**src/hdl/osl_pkg.sv**
```systemverilog
// types, character codes and token tables shared by the operator and string lexer
`timescale 1ns / 1ps

package osl_pkg;

    localparam int LINE_OUT_W = 16;
    localparam int QDEPTH     = 4;
    localparam int QPTR_W     = $clog2(QDEPTH);
    localparam int QCNT_W     = $clog2(QDEPTH + 1);

    // source characters
    localparam logic [7:0] CH_PLUS    = 8'h2B;
    localparam logic [7:0] CH_MINUS   = 8'h2D;
    localparam logic [7:0] CH_STAR    = 8'h2A;
    localparam logic [7:0] CH_SLASH   = 8'h2F;
    localparam logic [7:0] CH_EQ      = 8'h3D;
    localparam logic [7:0] CH_LT      = 8'h3C;
    localparam logic [7:0] CH_GT      = 8'h3E;
    localparam logic [7:0] CH_BANG    = 8'h21;
    localparam logic [7:0] CH_COLON   = 8'h3A;
    localparam logic [7:0] CH_BAR     = 8'h7C;
    localparam logic [7:0] CH_AMP     = 8'h26;
    localparam logic [7:0] CH_DQUOTE  = 8'h22;
    localparam logic [7:0] CH_SQUOTE  = 8'h27;
    localparam logic [7:0] CH_SPACE   = 8'h20;
    localparam logic [7:0] CH_TAB     = 8'h09;
    localparam logic [7:0] CH_CR      = 8'h0D;
    localparam logic [7:0] CH_LF      = 8'h0A;
    localparam logic [7:0] CH_LBRACK  = 8'h5B;
    localparam logic [7:0] CH_RBRACK  = 8'h5D;
    localparam logic [7:0] CH_LBRACE  = 8'h7B;
    localparam logic [7:0] CH_RBRACE  = 8'h7D;
    localparam logic [7:0] CH_LPAREN  = 8'h28;
    localparam logic [7:0] CH_RPAREN  = 8'h29;
    localparam logic [7:0] CH_COMMA   = 8'h2C;
    localparam logic [7:0] CH_SEMI    = 8'h3B;
    localparam logic [7:0] CH_QUEST   = 8'h3F;
    localparam logic [7:0] CH_DOT     = 8'h2E;
    localparam logic [7:0] CH_PERCENT = 8'h25;

    typedef enum logic [5:0] {
        K_LBRACK, K_RBRACK, K_LBRACE, K_RBRACE, K_LPAREN, K_RPAREN,
        K_COMMA, K_SEMI, K_QUEST, K_DOT, K_PERCENT,
        K_INC, K_PLUS_EQ, K_PLUS, K_DEC, K_MINUS_EQ, K_MINUS,
        K_STAR_EQ, K_STAR, K_SLASH_EQ, K_SLASH, K_EQ_EQ, K_ASSIGN,
        K_LE, K_LT, K_GE, K_GT, K_NE, K_BANG, K_SCOPE, K_COLON,
        K_OR_OR, K_AND_AND, K_AMP, K_STR_BYTE, K_STR_END
    } t_kind;

    typedef enum logic [1:0] {
        ST_OK, ST_UNTERM, ST_LONE_BAR, ST_UNSUPPORTED
    } t_status;

    typedef enum logic [1:0] {
        MODE_IDLE, MODE_STRING, MODE_HALT
    } t_mode;

    typedef enum logic [3:0] {
        OP_NONE, OP_PLUS, OP_MINUS, OP_STAR, OP_SLASH, OP_EQ, OP_LT, OP_GT,
        OP_BANG, OP_COLON, OP_BAR, OP_AMP
    } t_op;

    typedef struct packed {
        t_mode mode;
        t_op   pend;
        logic  quote_single;
    } t_lex_state;

    typedef struct packed {
        t_kind                 kind;
        logic [7:0]            sbyte;
        t_status               status;
        logic [LINE_OUT_W-1:0] line;
        logic                  last;
    } t_result;

    typedef struct packed {
        logic       lone;
        t_kind      single;
        logic [7:0] c1;
        t_kind      k1;
        logic       has_c2;
        logic [7:0] c2;
        t_kind      k2;
    } t_op_info;

    typedef struct packed {
        logic  hit;
        t_kind kind;
    } t_punct;

    function automatic t_op op_of_char(input logic [7:0] c);
        t_op op;
        unique case (c)
            CH_PLUS:  op = OP_PLUS;
            CH_MINUS: op = OP_MINUS;
            CH_STAR:  op = OP_STAR;
            CH_SLASH: op = OP_SLASH;
            CH_EQ:    op = OP_EQ;
            CH_LT:    op = OP_LT;
            CH_GT:    op = OP_GT;
            CH_BANG:  op = OP_BANG;
            CH_COLON: op = OP_COLON;
            CH_BAR:   op = OP_BAR;
            CH_AMP:   op = OP_AMP;
            default:  op = OP_NONE;
        endcase
        return op;
    endfunction

    function automatic t_op_info op_info(input t_op op);
        t_op_info inf;
        inf = '{lone: 1'b0, single: K_LBRACK, c1: CH_EQ, k1: K_LBRACK,
                has_c2: 1'b0, c2: CH_EQ, k2: K_LBRACK};
        unique case (op)
            OP_PLUS: begin
                inf.single = K_PLUS;  inf.c1 = CH_PLUS;  inf.k1 = K_INC;
                inf.has_c2 = 1'b1;    inf.k2 = K_PLUS_EQ;
            end
            OP_MINUS: begin
                inf.single = K_MINUS; inf.c1 = CH_MINUS; inf.k1 = K_DEC;
                inf.has_c2 = 1'b1;    inf.k2 = K_MINUS_EQ;
            end
            OP_STAR: begin
                inf.single = K_STAR;   inf.k1 = K_STAR_EQ;
            end
            OP_SLASH: begin
                inf.single = K_SLASH;  inf.k1 = K_SLASH_EQ;
            end
            OP_EQ: begin
                inf.single = K_ASSIGN; inf.k1 = K_EQ_EQ;
            end
            OP_LT: begin
                inf.single = K_LT;     inf.k1 = K_LE;
            end
            OP_GT: begin
                inf.single = K_GT;     inf.k1 = K_GE;
            end
            OP_BANG: begin
                inf.single = K_BANG;   inf.k1 = K_NE;
            end
            OP_COLON: begin
                inf.single = K_COLON;  inf.c1 = CH_COLON; inf.k1 = K_SCOPE;
            end
            OP_BAR: begin
                inf.lone = 1'b1;       inf.c1 = CH_BAR;   inf.k1 = K_OR_OR;
            end
            OP_AMP: begin
                inf.single = K_AMP;    inf.c1 = CH_AMP;   inf.k1 = K_AND_AND;
            end
            default: begin
                inf.lone = 1'b0;
            end
        endcase
        return inf;
    endfunction

    function automatic t_punct punct_of_char(input logic [7:0] c);
        t_punct p;
        p.hit = 1'b1;
        unique case (c)
            CH_LBRACK:  p.kind = K_LBRACK;
            CH_RBRACK:  p.kind = K_RBRACK;
            CH_LBRACE:  p.kind = K_LBRACE;
            CH_RBRACE:  p.kind = K_RBRACE;
            CH_LPAREN:  p.kind = K_LPAREN;
            CH_RPAREN:  p.kind = K_RPAREN;
            CH_COMMA:   p.kind = K_COMMA;
            CH_SEMI:    p.kind = K_SEMI;
            CH_QUEST:   p.kind = K_QUEST;
            CH_DOT:     p.kind = K_DOT;
            CH_PERCENT: p.kind = K_PERCENT;
            default: begin
                p.hit  = 1'b0;
                p.kind = K_LBRACK;
            end
        endcase
        return p;
    endfunction

endpackage

```
**src/hdl/osl_step.sv**
```systemverilog
// next-state and result logic for one source byte, up to two result items
`timescale 1ns / 1ps

module osl_step #(
    parameter int LINE_BITS = 16
) (
    input  osl_pkg::t_lex_state         i_state,
    input  logic [LINE_BITS-1:0]        i_line,
    input  logic [7:0]                  i_char,
    input  logic                        i_eos,
    output osl_pkg::t_lex_state         o_state,
    output logic [LINE_BITS-1:0]        o_line,
    output logic [1:0]                  o_count,
    output osl_pkg::t_result [1:0]      o_res
);

    logic [LINE_BITS+osl_pkg::LINE_OUT_W-1:0] w_line_ext;
    logic [osl_pkg::LINE_OUT_W-1:0]           w_line_out;

    assign w_line_ext = (LINE_BITS + osl_pkg::LINE_OUT_W)'(i_line);
    assign w_line_out = w_line_ext[osl_pkg::LINE_OUT_W-1:0];

    function automatic osl_pkg::t_result mk_res(input osl_pkg::t_kind k,
                                                input logic [7:0] b,
                                                input osl_pkg::t_status s,
                                                input logic [osl_pkg::LINE_OUT_W-1:0] ln);
        osl_pkg::t_result r;
        r.kind   = k;
        r.sbyte  = b;
        r.status = s;
        r.line   = ln;
        r.last   = 1'b0;
        return r;
    endfunction

    always_comb begin
        osl_pkg::t_lex_state    st;
        logic [LINE_BITS-1:0]   ln;
        logic [1:0]             cnt;
        osl_pkg::t_result [1:0] res;
        osl_pkg::t_op_info      inf;
        osl_pkg::t_punct        pu;
        osl_pkg::t_op           op;
        logic                   handle;
        logic [7:0]             quote_ch;

        st       = i_state;
        ln       = i_line;
        cnt      = 2'd0;
        res      = '0;
        handle   = 1'b0;
        inf      = osl_pkg::op_info(i_state.pend);
        pu       = osl_pkg::punct_of_char(i_char);
        op       = osl_pkg::op_of_char(i_char);
        quote_ch = i_state.quote_single ? osl_pkg::CH_SQUOTE : osl_pkg::CH_DQUOTE;

        unique case (i_state.mode)
            osl_pkg::MODE_STRING: begin
                if (i_char == quote_ch) begin
                    res[cnt[0]] = mk_res(osl_pkg::K_STR_END, 8'd0, osl_pkg::ST_OK,
                                         w_line_out);
                    cnt = cnt + 2'd1;
                    st.mode = osl_pkg::MODE_IDLE;
                end else begin
                    res[cnt[0]] = mk_res(osl_pkg::K_STR_BYTE, i_char, osl_pkg::ST_OK,
                                         w_line_out);
                    cnt = cnt + 2'd1;
                    if (i_eos) begin
                        // error items carry kind zero
                        res[cnt[0]] = mk_res(osl_pkg::K_LBRACK, 8'd0, osl_pkg::ST_UNTERM,
                                             w_line_out);
                        cnt = cnt + 2'd1;
                        st.mode = osl_pkg::MODE_HALT;
                    end
                end
            end
            osl_pkg::MODE_IDLE: begin
                handle = 1'b1;
                if (i_state.pend != osl_pkg::OP_NONE) begin
                    st.pend = osl_pkg::OP_NONE;
                    if (i_char == inf.c1) begin
                        res[cnt[0]] = mk_res(inf.k1, 8'd0, osl_pkg::ST_OK, w_line_out);
                        cnt    = cnt + 2'd1;
                        handle = 1'b0;
                    end else if (inf.has_c2 && i_char == inf.c2) begin
                        res[cnt[0]] = mk_res(inf.k2, 8'd0, osl_pkg::ST_OK, w_line_out);
                        cnt    = cnt + 2'd1;
                        handle = 1'b0;
                    end else if (inf.lone) begin
                        // the byte that broke the pair is dropped
                        res[cnt[0]] = mk_res(osl_pkg::K_LBRACK, 8'd0,
                                             osl_pkg::ST_LONE_BAR, w_line_out);
                        cnt     = cnt + 2'd1;
                        st.mode = osl_pkg::MODE_HALT;
                        handle  = 1'b0;
                    end else begin
                        res[cnt[0]] = mk_res(inf.single, 8'd0, osl_pkg::ST_OK, w_line_out);
                        cnt = cnt + 2'd1;
                    end
                end
                if (handle) begin
                    if (i_char == osl_pkg::CH_DQUOTE || i_char == osl_pkg::CH_SQUOTE) begin
                        st.mode         = osl_pkg::MODE_STRING;
                        st.quote_single = (i_char == osl_pkg::CH_SQUOTE);
                        if (i_eos) begin
                            res[cnt[0]] = mk_res(osl_pkg::K_LBRACK, 8'd0,
                                                 osl_pkg::ST_UNTERM, w_line_out);
                            cnt     = cnt + 2'd1;
                            st.mode = osl_pkg::MODE_HALT;
                        end
                    end else if (i_char == osl_pkg::CH_SPACE || i_char == osl_pkg::CH_TAB ||
                                 i_char == osl_pkg::CH_CR || i_char == osl_pkg::CH_LF) begin
                        // saturating line count
                        if (i_char == osl_pkg::CH_LF && !(&i_line)) begin
                            ln = i_line + 1'b1;
                        end
                    end else if (pu.hit) begin
                        res[cnt[0]] = mk_res(pu.kind, 8'd0, osl_pkg::ST_OK, w_line_out);
                        cnt = cnt + 2'd1;
                    end else if (op != osl_pkg::OP_NONE) begin
                        st.pend = op;
                        if (i_eos) begin
                            // flush the held operator at end of source
                            st.pend = osl_pkg::OP_NONE;
                            inf     = osl_pkg::op_info(op);
                            if (inf.lone) begin
                                res[cnt[0]] = mk_res(osl_pkg::K_LBRACK, 8'd0,
                                                     osl_pkg::ST_LONE_BAR, w_line_out);
                                st.mode = osl_pkg::MODE_HALT;
                            end else begin
                                res[cnt[0]] = mk_res(inf.single, 8'd0, osl_pkg::ST_OK,
                                                     w_line_out);
                            end
                            cnt = cnt + 2'd1;
                        end
                    end else begin
                        res[cnt[0]] = mk_res(osl_pkg::K_LBRACK, 8'd0,
                                             osl_pkg::ST_UNSUPPORTED, w_line_out);
                        cnt     = cnt + 2'd1;
                        st.mode = osl_pkg::MODE_HALT;
                    end
                end
            end
            default: begin
                st.mode = i_state.mode;
            end
        endcase

        if (i_eos) begin
            st.mode = osl_pkg::MODE_IDLE;
            st.pend = osl_pkg::OP_NONE;
        end

        if (cnt == 2'd2) begin
            res[1].last = 1'b1;
        end else if (cnt == 2'd1) begin
            res[0].last = 1'b1;
        end

        o_state = st;
        o_line  = ln;
        o_count = cnt;
        o_res   = res;
    end

endmodule

```
**src/hdl/osl_result_queue.sv**
```systemverilog
// small result queue that takes up to two items per cycle and gives one while i_ready is high
`timescale 1ns / 1ps

module osl_result_queue (
    input  logic                        i_clk,
    input  logic                        i_rst_n,
    input  logic [1:0]                  i_push_count,
    input  osl_pkg::t_result [1:0]      i_push_res,
    output logic                        o_room2,
    output logic                        o_valid,
    input  logic                        i_ready,
    output osl_pkg::t_result            o_res
);

    osl_pkg::t_result               r_mem [osl_pkg::QDEPTH];
    logic [osl_pkg::QPTR_W-1:0]     r_wp;
    logic [osl_pkg::QPTR_W-1:0]     r_rp;
    logic [osl_pkg::QCNT_W-1:0]     r_count;
    logic [osl_pkg::QPTR_W-1:0]     n_wp1;
    logic                           w_pop;

    assign w_pop   = o_valid && i_ready;
    assign o_valid = (r_count != '0);
    assign o_res   = r_mem[r_rp];
    assign o_room2 = (r_count <= osl_pkg::QCNT_W'(osl_pkg::QDEPTH - 2));
    assign n_wp1   = r_wp + 1'b1;

    always_ff @(posedge i_clk) begin
        if (i_push_count != 2'd0) begin
            r_mem[r_wp] <= i_push_res[0];
        end
        if (i_push_count == 2'd2) begin
            r_mem[n_wp1] <= i_push_res[1];
        end
    end

    always_ff @(posedge i_clk) begin
        if (!i_rst_n) begin
            r_wp    <= '0;
            r_rp    <= '0;
            r_count <= '0;
        end else begin
            r_wp    <= r_wp + osl_pkg::QPTR_W'(i_push_count);
            if (w_pop) begin
                r_rp <= r_rp + 1'b1;
            end
            r_count <= r_count + osl_pkg::QCNT_W'(i_push_count)
                     - osl_pkg::QCNT_W'(w_pop);
        end
    end

endmodule

```
**src/hdl/operator_string_lexer.sv**
```systemverilog
// top level of the operator and string lexer: input register, step logic, result queue
`timescale 1ns / 1ps
// a byte taken into the input register goes through the step logic into the result queue
// throughput: one byte per cycle when not stalled; two results leave the queue one by one
// the input stage waits only while the four-entry result queue lacks room for two items
// reset (synchronous, active low) clears mode, held operator, quote kind and line count
// and empties both the input register and the result queue

module operator_string_lexer #(
    parameter int LINE_BITS = 16
) (
    input  logic        i_clk,
    input  logic        i_rst_n,
    input  logic        i_in_valid,
    output logic        o_in_ready,
    input  logic [7:0]  i_char_in,
    input  logic        i_end_of_source,
    output logic        o_out_valid,
    input  logic        i_out_ready,
    output logic [5:0]  o_token_kind,
    output logic [7:0]  o_string_byte,
    output logic [1:0]  o_status,
    output logic [15:0] o_line_number,
    output logic        o_last
);

    logic                   r_in_valid;
    logic [7:0]             r_in_char;
    logic                   r_in_eos;
    osl_pkg::t_lex_state    r_state;
    logic [LINE_BITS-1:0]   r_line;
    osl_pkg::t_lex_state    n_state;
    logic [LINE_BITS-1:0]   n_line;
    logic [1:0]             w_count;
    osl_pkg::t_result [1:0] w_res;
    logic [1:0]             w_push_count;
    logic                   w_room2;
    logic                   w_proc;
    osl_pkg::t_result       w_head;

    assign w_proc       = r_in_valid && w_room2;
    assign o_in_ready   = !r_in_valid || w_proc;
    assign w_push_count = w_proc ? w_count : 2'd0;

    always_ff @(posedge i_clk) begin
        if (o_in_ready) begin
            r_in_char <= i_char_in;
            r_in_eos  <= i_end_of_source;
        end
    end

    always_ff @(posedge i_clk) begin
        if (!i_rst_n) begin
            r_in_valid <= 1'b0;
            r_state    <= '{mode: osl_pkg::MODE_IDLE, pend: osl_pkg::OP_NONE,
                            quote_single: 1'b0};
            r_line     <= '0;
        end else begin
            if (o_in_ready) begin
                r_in_valid <= i_in_valid;
            end
            if (w_proc) begin
                r_state <= n_state;
                r_line  <= n_line;
            end
        end
    end

    osl_step #(
        .LINE_BITS (LINE_BITS)
    ) u_step (
        .i_state (r_state),
        .i_line  (r_line),
        .i_char  (r_in_char),
        .i_eos   (r_in_eos),
        .o_state (n_state),
        .o_line  (n_line),
        .o_count (w_count),
        .o_res   (w_res)
    );

    osl_result_queue u_queue (
        .i_clk        (i_clk),
        .i_rst_n      (i_rst_n),
        .i_push_count (w_push_count),
        .i_push_res   (w_res),
        .o_room2      (w_room2),
        .o_valid      (o_out_valid),
        .i_ready      (i_out_ready),
        .o_res        (w_head)
    );

    assign o_token_kind  = w_head.kind;
    assign o_string_byte = w_head.sbyte;
    assign o_status      = w_head.status;
    assign o_line_number = w_head.line;
    assign o_last        = w_head.last;

endmodule
```
**config.mk**
```make
export PLATFORM = sky130hd
export DESIGN_NAME = operator_string_lexer
export DESIGN_NICKNAME = d
export VERILOG_FILES = /design/src/hdl/osl_pkg.sv /design/src/hdl/osl_step.sv /design/src/hdl/osl_result_queue.sv /design/src/hdl/operator_string_lexer.sv
export SDC_FILE = /design/constraint.sdc
export NUM_CORES = 1
export LEC_CHECK = 0
export BUFFER_PORTS_ARGS = -buffer_cell sky130_fd_sc_hd__buf_2
export CAP_MARGIN = 20
export CORE_ASPECT_RATIO = 1.5
export CORE_MARGIN = 2
export CORE_UTILIZATION = 55
export DETAILED_ROUTE_END_ITERATION = 16
export PLACE_DENSITY = 0.76
export SETUP_SLACK_MARGIN = 0.5
export SYNTH_ARGS = -nofsm -noshare
export SYNTH_HDL_FRONTEND = slang
export SYNTH_SLANG_ARGS = --single-unit
```
**constraint.sdc**
```tcl
create_clock -name i_clk -period 5.8 [get_ports i_clk]
set_input_delay 1.74 -clock i_clk [delete_from_list [all_inputs] [get_ports i_clk]]
set_output_delay 1.74 -clock i_clk [all_outputs]
set_load 0.01 [all_outputs]
```
# Word-level counts from Yosys, hierarchy flattened

Memory sizes are Yosys's and may differ from the RTL's. A register that Yosys moved wholly into a read port is not among the register bits.
Cells that the tools add are included.
W data, S select, Z words.

Register bits after elaboration: 40
RAM bits: 132
Word-level logic and storage cells: 197
Memories: 1

Add/sub/neg operators: 7
Magnitude comparators: 3
Equal/unequal tests: 57
Muxes and demuxes: 92
Bitwise logic cells: 1
Reductions and logical operators: 26

Memories:

| memory        | words | width | rd ports | clocked after Yosys merged registers in | write ports | RTL line               | text |
|---|---|---|---|---|---|---|---|
| u_queue.r_mem | 4     | 33    | 1        | 1                                       | 2           | osl_result_queue.sv:15 | `osl_pkg::t_result r_mem [osl_pkg::QDEPTH];` |

Operators by type and width:

| kind                    | number |
|---|---|
| $mux W66                | 8 |
| $bwmux W66              | 5 |
| $mux W33                | 6 |
| $eq A8 B6 Y1 const B    | 20 |
| $pmux W66 S2            | 1 |
| $pmux W6 S10            | 2 |
| $mux W6                 | 11 |
| $pmux W6 S11            | 1 |
| $pmux W4 S11            | 1 |
| $eq A8 B7 Y1 const B    | 5 |
| $pmux W4 S10            | 1 |
| $mux W18                | 2 |
| $mux W2                 | 18 |
| $pmux W7 S5             | 1 |
| $demux W33 S1           | 1 |
| $eq A4 B3 Y1 const B    | 8 |
| $eq A4 B4 Y1 const B    | 8 |
| $mux W28                | 1 |
| $mux W1                 | 25 |
| $eq A8 B4 Y1 const B    | 3 |
| $add A16 B1 Y16 const B | 1 |
| $eq A4 B2 Y1 const B    | 4 |
| $reduce_and A16 Y1      | 1 |
| $reduce_or A11 Y1       | 1 |
| 32 further kinds        | 51 |

# Depth between registers and ports, before layout

Depth in word-level cells: 22
Mapped depth: 20
Depth with buffers taken out: 17

# Cells and area by module

From an unflattened synthesis, not the netlist that was laid out.

Cells, all modules: 881
Area, all modules: 10,650.2 um^2

Modules (own cells, without submodules):

| module                | instances | cells each | area each (um^2) | sequential area each (um^2) |
|---|---|---|---|---|
| osl_result_queue      | 1         | 375        | 6,902.9          | 4,144.0 |
| osl_step              | 1         | 385        | 2,427.3          | 0.0 |
| operator_string_lexer | 1         | 121        | 1,320.0          | 750.7 |

# Worst setup path after synthesis

OpenSTA, ideal clock, no wires.

Path kind: register -> register
Start: register r_state[3] (netlist bit)
End: memory u_queue.r_mem[1][0] (netlist bit), enable pin
Setup time: 0.469 ns
Arrival time: 4.948 ns
Required time: 5.331 ns
Setup slack: 0.383 ns
Stages on the path, launching flop included: 15
Clock period less this slack: 5.417 ns
Cells stage by stage: dfxtp_1 inv_1 ha_1 clkbuf_1 nor2b_1 nand2_1 clkbuf_1 ha_1 nand2b_1 o221ai_1 nor3b_1 a211o_1 buf_6 a21oi_1 o21ai_0

RTL lines:

| item                     | RTL line                    | text |
|---|---|---|
| start: declaration       | operator_string_lexer.sv:30 | `osl_pkg::t_lex_state r_state;` |
| start signal: assignment | operator_string_lexer.sv:55 | `r_state <= '{mode: osl_pkg::MODE_IDLE, pend: osl_pkg::OP_NONE,` |
| start signal: assignment | operator_string_lexer.sv:63 | `r_state <= n_state;` |
| end: declaration         | osl_result_queue.sv:15      |  |

# Worst setup path after layout

Start: register r_state[3] (netlist bit)
End: register u_queue.r_count[2] (netlist bit)

Longest elaborated chain between the ends: 14
Elaborated cells on any way between the ends: 30
Those cells by class: add/sub (3); eq/ne (6); mux (18); reduce/logical (3)

RTL lines:

| item                   | RTL line                         | text |
|---|---|---|
| $reduce_bool A4 Y1     | osl_step.sv:79                   | `if (i_state.pend != osl_pkg::OP_NONE) begin` |
| $mux W1                | osl_step.sv:79                   |  |
| $mux W2                | osl_step.sv:57                   | `unique case (i_state.mode)` |
| $add A2 B1 Y2          | -                                |  |
| $mux W2                | osl_step.sv:105, osl_step.sv:122 |  |
| $mux W2                | osl_step.sv:120                  | `end else if (op != osl_pkg::OP_NONE) begin` |
| $mux W2                | osl_step.sv:117                  | `end else if (pu.hit) begin` |
| $mux W2                | osl_step.sv:111                  | `end else if (i_char == osl_pkg::CH_SPACE \|\| i_char == osl_pkg::CH_TAB \|\|` |
| $mux W2                | osl_step.sv:102                  | `if (i_char == osl_pkg::CH_DQUOTE \|\| i_char == osl_pkg::CH_SQUOTE) begin` |
| $mux W2 *              | osl_step.sv:101                  | `if (handle) begin` |
| $pmux W2 S2 *          | osl_step.sv:57                   |  |
| $mux W2 *              | operator_string_lexer.sv:43      | `assign w_push_count = w_proc ? w_count : 2'd0;` |
| $add A3 B2 Y3 *        | osl_result_queue.sv:47           | `r_count <= r_count + osl_pkg::QCNT_W'(i_push_count)` |
| $sub A3 B1 Y3 *        | osl_result_queue.sv:48           | `- osl_pkg::QCNT_W'(w_pop);` |
| end signal: assignment | osl_result_queue.sv:47           |  |
| end: declaration       | osl_result_queue.sv:18           | `logic [osl_pkg::QCNT_W-1:0] r_count;` |

Mark *: on every way between the ends. The rest lies on a longest branch, timed or not. The select of a mux whose other input is x is not followed.
A chain may end at the register's enable or synchronous reset.

==> flow_metrics.py <==
metrics = {
    "detailed_routing": {
        "viasPerCell": 6.39,
        "via_count": 6976,
        "dr.max_layer_used": "met4",
        "drt_iter0_drc": 584,
        "wirelength_um": 23200,
        "wl_met1_um": 9200,
        "antenna_left": 0,
        "wl_met2_um": 12000,
        "drtPass1Iterations": 5,
        "wl_per_cell_um": 21.3,
        "dr_wl_met3_um": 1260,
        "drc": 0,
    },
    "die": {
        "die_h_um": 167,
        "core_sq_um": 17300,
        "die_area_sq_um": 18900,
        "pin_count": 48,
        "start_util_pct": 56.4,
        "rows": 59,
        "die_width_um": 113,
    },
    "synthesis": {
        "ys_seq_elements": 174,
        "avgSynthCellArea_sq_um": 11.5,
        "synthTopCellsByArea": "edfxtp_1 (43%), mux4_2 (7.6%), dfxtp_1 (6.8%)",
        "synth_area_sq_um": 9780,
        "synth_edf_count": 141,
        "syn-num-nets": 876,
        "ys_types": 74,
        "netlist.area_leader.share_pct": 43.3,
        "synthFlopType": "edfxtp_1",
        "ys_seq_area_share_pct": 50.1,
        "async_flop_share_pct": 0,
        "syn_inst": 851,
        "synth_area_leader_cell": "edfxtp_1",
        "yosysWarnings": 0,
    },
    "power_and_ir_drop": {
        "total_power_mw": 3.34,
        "ir_drop_mv": 0.246,
        "power.leakage_nw": 3.78,
        "power_density_nw_per_um2": 312,
    },
    "worst_setup_path": {
        "worstPathCellList": "inv_1, ha_1, nor2b_1, nand2_1, buf_4, ha_1, nand2b_1, o221ai_1, nor3b_1, a211o_1, nand2_1, ha_1, inv_1, ha_1, fa_1, xnor2_1, xnor2_1, and2_1",
        "rr_worst_depth": 18,
        "rr_endpoint": "u_queue.r_count[2]",
        "critical_path.top_delay_family": "adder cells",
        "path_max_fanout": 18,
        "endpoint_kind": "register",
        "crit_path_frequent_cell": "ha_1",
        "critical_path_buf_inv_count": 3,
        "crit_required_ps": 6120,
        "slowest_delay_ps": 640,
        "start_kind": "register",
        "slowest_stage": "a211o_1",
        "reg2reg_slack_ps": 1160,
        "worstSetupPathType": "reg2reg",
        "reg2reg_from": "r_state[3]",
        "critical_path_arrival_ps": 4960,
    },
    "grt": {
        "grt-ovfl-total": 0,
        "grt_max_degree": 34,
        "antenna_found_initial": 0,
        "grt_pass1_wl_um": 37200,
        "track_usage_pct": 25.3,
        "grt_pass1_vias": 6907,
    },
    "clock_tree": {
        "htree_levels": 4,
        "cts-root-buf": "clkbuf_16",
        "numCtsBuffers": 17,
        "clock_path_buffers": 2,
        "post-cts-setup-buffers": 0,
        "cts_resized": 0,
        "cts_hold_buf": 0,
        "path_clk_slew_ps": 70,
        "cts.sink_count": 174,
        "cts_tree": "done",
        "clk_latency_ps": 440,
    },
    "timing": {
        "grt_setup_unrepaired": "false",
        "slew_viol_final": 0,
        "slew_headroom_pct": 28.4,
        "setup_viol": 0,
        "layout_min_cycle_time_ps": 4640,
        "fin_skew_ps": 13.1,
        "period_share_pct": 79.9,
        "worstMarginPinSlew_ps": 1070,
        "fin_tns_setup_ps": 0,
        "layout_setup_ws_ps": 1160,
        "hold_violations": 0,
        "max_freq_mhz": 216,
    },
    "place": {
        "place_worst_setup_slack_ps": 1210,
        "hpwlAfterDp_um": 15800,
        "gp_congestion": 0.997,
        "portBuffers": 47,
        "dp.cells": 1060,
    },
    "worst_hold_path": {
        "holdPathEnd": "r_state[0]",
        "worstHoldStart": "r_state[0]",
        "min-delay-path-class": "reg2reg",
        "whs_path_depth": 2,
    },
    "layout": {
        "syn_to_final_growth_pct": 9.64,
        "post-route-util_pct": 61.8,
        "antenna_cells": 0,
        "fin_cells": 1092,
        "drive_above_1_share_pct": 19.6,
        "final_nets": 891,
    },
    "flow_run": {
        "drv_cap": 0,
    },
    "run_status": {
        "outcome": "finished, final reports clean",
    },
}
how the worst max path moves through the flow:
stage	start	endpoint	slack [ps]	depth (start not counted)
after floorplan	r_state[3]	u_queue.r_mem[1][0]	380	14
after global placement	r_state[3]	u_queue.r_count[2]	1300	18
after detailed placement	r_state[3]	u_queue.r_count[2]	1210	18
after CTS	r_state[3]	u_queue.r_count[2]	1170	18
after global routing	r_state[3]	u_queue.r_count[2]	750	18
final	r_state[3]	u_queue.r_count[2]	1160	18
sequential cells by signal (all words and copies together) (netlist names), named ones only:
| register | flops |
|---|---|
| r_in_char | 8 |
| r_in_eos | 1 |
| r_in_valid | 1 |
| r_line | 16 |
| r_state | 7 |
| u_queue.r_count | 3 |
| u_queue.r_mem | 132 |
| u_queue.r_rp | 2 |
| u_queue.r_wp | 2 |
synthesized netlist by cell type (all sizes together), types with 11 or more instances:
library cell	number
o21ai	27
nor3	32
ha	11
edfxtp	141
nand2	60
a21oi	22
nor2	62
clkbuf	42
nor2b	28
buf	23
xnor2	18
inv	22
mux4	33
dfxtp	33
nand2b	15
mux2i	14
mux2	21
and2	18
nand3	16
a21boi	71
per-layer routing:
metal / global-route usage (%) / vias up
met5: 0 / -
met4: 11.6 / 0
met3: 3.87 / 63
met2: 43.2 / 306
met1: 31.6 / 3372
li1: - / 3235
stage by stage:
step,hold slack [ps],area (sq um)
floorplan,477,9780
global placement,521,10100
detailed placement,518,10100
CTS,526,10700
global route,577,10700
finish,522,10700
cell families after synthesis:
kind of cell | after synthesis | share of synthesized area, %
and+or+nand+nor | 286 | 15.3
xor gates and xnor gates | 22 | 1.97
AOI/OAI and AO/OA | 201 | 15.3
adders and majority gates | 13 | 1.72
DFF | 174 | 50.1
muxes | 68 | 11.6
buffers and inverters | 87 | 3.97
cell usage in the layout (no fill, tap or decap), types with 24 or more instances in the layout:
cell        n
a21boi_0   71
buf_2      47
dfxtp_1    32
edfxtp_1  141
mux4_2     33
nand2_1    60
nor2_1     62
nor2b_1    28
nor3_1     30
o21ai_0    24
tightest hold or removal path, stage by stage (launching register included):
cell	delay (ps)
dfxtp_1	330
o21ai_0	70
a21boi_0	70
where the power goes:
part	switching [mW]	leakage, nW	total (mW)	internal, mW
clock	0.519	0.268	1.09	0.571
sequential	0.0964	1.60	1.53	1.43
combinational	0.388	1.92	0.728	0.341
area by class of cell:
class                   instances  area, sq um
clock inverters                15          154
clock buffers                  17          425
inverters                      22         85.1
fillers                      1361         6630
multi-input cells             590         4540
well taps                     213          267
repair buffers                 61          353
flip-flops and latches        174         4900
(Power assumes the default switching activity.)
